$ cat config.mk
export PLATFORM = sky130hd
export DESIGN_NAME = lz4hc_ctrl
export DESIGN_NICKNAME = d
export VERILOG_FILES = /design/src/rtl/core/lz4hc_pkg.sv /design/src/rtl/core/lz4hc_ctrl.sv
export SDC_FILE = /design/constraint.sdc
export NUM_CORES = 1
export LEC_CHECK = 0
export ABC_AREA = 0
export BUFFER_PORTS_ARGS = -buffer_cell sky130_fd_sc_hd__clkbuf_2
export CORE_AREA = 2 2 39 41
export CTS_CLUSTER_SIZE = 8
export DETAILED_ROUTE_END_ITERATION = 6
export DIE_AREA = 0 0 41 43
export GPL_TIMING_DRIVEN = 0
export HOLD_SLACK_MARGIN = 0.15
export PLACE_DENSITY = 0.37
export SLEW_MARGIN = 20
export SYNTH_ARGS = -nofsm -noshare
export SYNTH_HDL_FRONTEND = slang
export SYNTH_SLANG_ARGS = --single-unit
export TNS_END_PERCENT = 10
$ cat constraint.sdc
create_clock -name clock -period 1.2 [get_ports clock]
set_clock_uncertainty 0.05 [all_clocks]
set_input_delay 0.18 -clock clock [delete_from_list [all_inputs] [get_ports clock]]
set_output_delay 0.18 -clock clock [all_outputs]
set_load 0.01 [all_outputs]
$ cat src/rtl/core/lz4hc_pkg.sv
// lz4hc_pkg: shared types and constants for the LZ4 history copy engine.
// No dependencies; imported by the channel interfaces and every module except lz4hc_ram.
`timescale 1ns / 1ps

package lz4hc_pkg;

   localparam int BYTE_W = 8;
   localparam int OFF_W  = 16;
   localparam int LEN_W  = 7;

   localparam logic CMD_LITERAL = 1'b0;

   typedef enum logic [1:0] {
      ST_IDLE = 2'b01,
      ST_COPY = 2'b10
   } state_type;

   // controller to datapath
   typedef struct packed {
      logic lit_load;   // write literal, load output
      logic err_load;   // load error result
      logic start;      // set up match, issue first read
      logic emit;       // write copied byte, load output
      logic read_next;  // issue next history read
   } ctrl_cmd_type;

   // datapath to controller
   typedef struct packed {
      logic out_free;
      logic more_left;
      logic is_literal;
      logic off_zero;
      logic len_zero;
   } ctrl_status_type;

endpackage

$ cat src/rtl/core/lz4hc_ctrl.sv
// lz4hc_ctrl: sequencer for literal, error and match-copy items.
// Depends on lz4hc_pkg; drives lz4hc_datapath through command and status structs.
`timescale 1ns / 1ps

module lz4hc_ctrl (
   input  logic                      clock,
   input  logic                      reset,
   input  logic                      req_valid,
   output logic                      req_ready,
   input  lz4hc_pkg::ctrl_status_type status,
   output lz4hc_pkg::ctrl_cmd_type    cmd
);
   import lz4hc_pkg::*;

   state_type state_ff;
   state_type state_in;

   always_comb begin
      state_in  = state_ff;
      cmd       = '0;
      req_ready = 1'b0;
      unique case (state_ff)
         ST_IDLE: begin
            req_ready = status.out_free;
            if (req_valid && status.out_free) begin
               if (status.is_literal) begin
                  cmd.lit_load = 1'b1;
               end else if (status.off_zero) begin
                  cmd.err_load = 1'b1;
               end else if (!status.len_zero) begin
                  cmd.start = 1'b1;
                  state_in  = ST_COPY;
               end
            end
         end
         ST_COPY: begin
            if (status.out_free) begin
               cmd.emit = 1'b1;
               if (status.more_left) begin
                  cmd.read_next = 1'b1;
               end else begin
                  state_in = ST_IDLE;
               end
            end
         end
         default: begin
            state_in = ST_IDLE;
         end
      endcase
   end

   always_ff @(posedge clock) begin
      if (reset) begin
         state_ff <= ST_IDLE;
      end else begin
         state_ff <= state_in;
      end
   end
endmodule

==> results.toml <==
[status]
status = "finished, violations left"
failed_checks = "negative setup slack"

[synth]
synth_area_leaders = "dfxtp_1 (31%), or4_4 (8.8%), nand4b_1 (6.9%)"
synth_area_um2 = 128
avgSynthCellArea_um2 = 7.98
yosys.area.top_type = "dfxtp_1"
synth_edf_count = 0
synth_top_area_share = 0.314
synthArstFlopShare = 0
synth_nets = 24
ys_top_cells_by_count = "dfxtp_1 (2), inv_1 (2)"
postSynthCellCount = 16
ys_ff_latch = 2
synthFlopType = "dfxtp_1"
ys_seq_area_frac = 0.314
synth.distinct_cells = 14
yosys_warnings = 0

[grt]
globalRouteOverflowTotal = 0
grt_start_max_net_pins = 6
antenna_found_initial = 0
grt_pass1_vias = 175
grt_usage = 0.0711
grt_pass1_wl_um = 731

[placement]
dp_hpwl_um = 373
portBuffers = 13
post-place-cells = 45
post-place-ws_ps = -155
gp_congestion = 0.578
place_area_um2 = 213

[flow_run]
max_cap_violations = 0

[detailed_routing]
antenna_left = 0
finalWirelength_um = 450
wl_met1_um = 255
wl_met3_um = 76
drc = 0
via_per_inst = 3.57
drt_iter0_drc = 2
met2_length_um = 117
num_vias = 175
dr.pass1.iters = 2
routedWlPerCell_um = 9.18
routed.top_layer = "met3"

[floorplan]
die_h_um = 43
die_w_um = 41
dieArea_um2 = 1760
num_io_pins = 14
initial_core_util = 0.0922
rows = 14
core_um2 = 1380

[worst_hold_path]
min_path_cells = 3
hold_path_class = "input port to flop"

[clocking]
clock-root-buffer = "clkbuf_4"
clock_sinks = 2
worstSkewPairLatency_ps = 220
cts_buffer_depth = 2
numCtsBuffers = 3
cts_tree = "yes"
h-tree-depth = 1
cts_setup_buffers = 0
clk_pin_slew_ps = 30

[worst_setup_path]
path_max_fanout = 3
critPathArrivalTime_ps = 1360
cp-end-kind = "primary output"
r2r_setup_slack_ps = -100
cp-start-kind = "flop"
r2r_cells = 3
worstPathRequired_ps = 970
critPathKind = "flop to primary output"

[timing]
setup_slack_ps = -386
period_needed_ps = 1590
finalCritPeriodShare = 1.32
hold_violations = 0
fmax_ghz = 0.630
slew_violations = 0
rsz0062_at_grt = "yes"
worst_slew_pin_slew_ps = 232
hold_slack_ps = 200
setup_violations = 7
slew_headroom = 0.844

[layout]
largest_reg_flops = 2
diodes = 0
fillers = 156
fin_nets = 43
fin_cells = 49
final_core_util = 0.184
top_regs = "state_ff (2)"
syn_to_final_growth_pct = 99.0
fin_area_um2 = 254
drive_above_1_share = 0.667
regMostFlops = "state_ff"

[power_and_ir_drop]
pwr_density_cell_nw_per_um2 = 1000
p_leak_nw = 0.136
vdd_drop_max_mv = 0.221
[per-layer routing]
metal  GRT usage  vias up
met5           0        -
met4      0.0800        0
met3      0.0471        0
met2      0.0531       16
met1       0.105       68
li1            -       91
[what timing repair did]
item,CTS,global route
hold buffers,1,0
setup endpoints to repair,7,7
pin swaps,0,0
hold endpoints to repair,2,0
gates resized for setup,2,2
[through the flow]
step	total power [mW]	TNS [ps]
3_3_place_gp	0.101	-243
2_1_floorplan	0.0794	-32.2
5_1_grt	0.280	-1230
3_5_place_dp	0.101	-243
6_report	0.254	-766
4_1_cts	0.263	-817
[final cells by class]
| class | count | area [um2] | share of cell area |
|---|---|---|---|
| Tap cell | 16 | 20.0 | 0.0788 |
| Timing Repair Buffer | 14 | 81.3 | 0.320 |
| Sequential cell | 2 | 42.5 | 0.167 |
| Inverter | 2 | 7.51 | 0.0296 |
| Multi-Input combinational cell | 12 | 80.1 | 0.315 |
| Clock buffer | 3 | 22.5 | 0.0887 |
[critical path, stage by stage (launching register included)]
cell and delay (ps):
dfxtp_2 310, nand4b_1 200, or4_4 460, inv_2 70, buf_6 90
[where the power goes]
group / internal (mW) / total [mW] / switching (mW)
clock network: 0.110 / 0.151 / 0.0403
registers: 0.0678 / 0.0683 / 0.000499
logic: 0.0184 / 0.0351 / 0.0167
total: 0.197 / 0.254 / 0.0574
[path summary, 6_finish.rpt]
kind | to | from
max | cmd[2] | state_ff[1]
min | state_ff[1] | status[0]
max reg2reg | state_ff[0] | state_ff[1]
min reg2reg | state_ff[1] | state_ff[0]
[layout by cell type (no fill, tap or decap), drive strengths merged]
cell and instances:
a21o 1, a21oi 1, and2 1, and3 2, buf 1, clkbuf 15, dfxtp 2, dlygate4sd3 1
inv 2, nand2 1, nand4b 1, nor2 1, nor2b 1, nor3b 1, o21ai 1, or4 1
[kinds of logic after synthesis]
| group | after synthesis | synth area share |
|---|---|---|
| DFF | 2 | 0.314 |
| and+or+nand+nor | 9 | 0.490 |
| AOI/OAI and AO/OA | 3 | 0.137 |
| buffers and inverters | 2 | 0.0588 |
(Power assumes the default switching activity.)
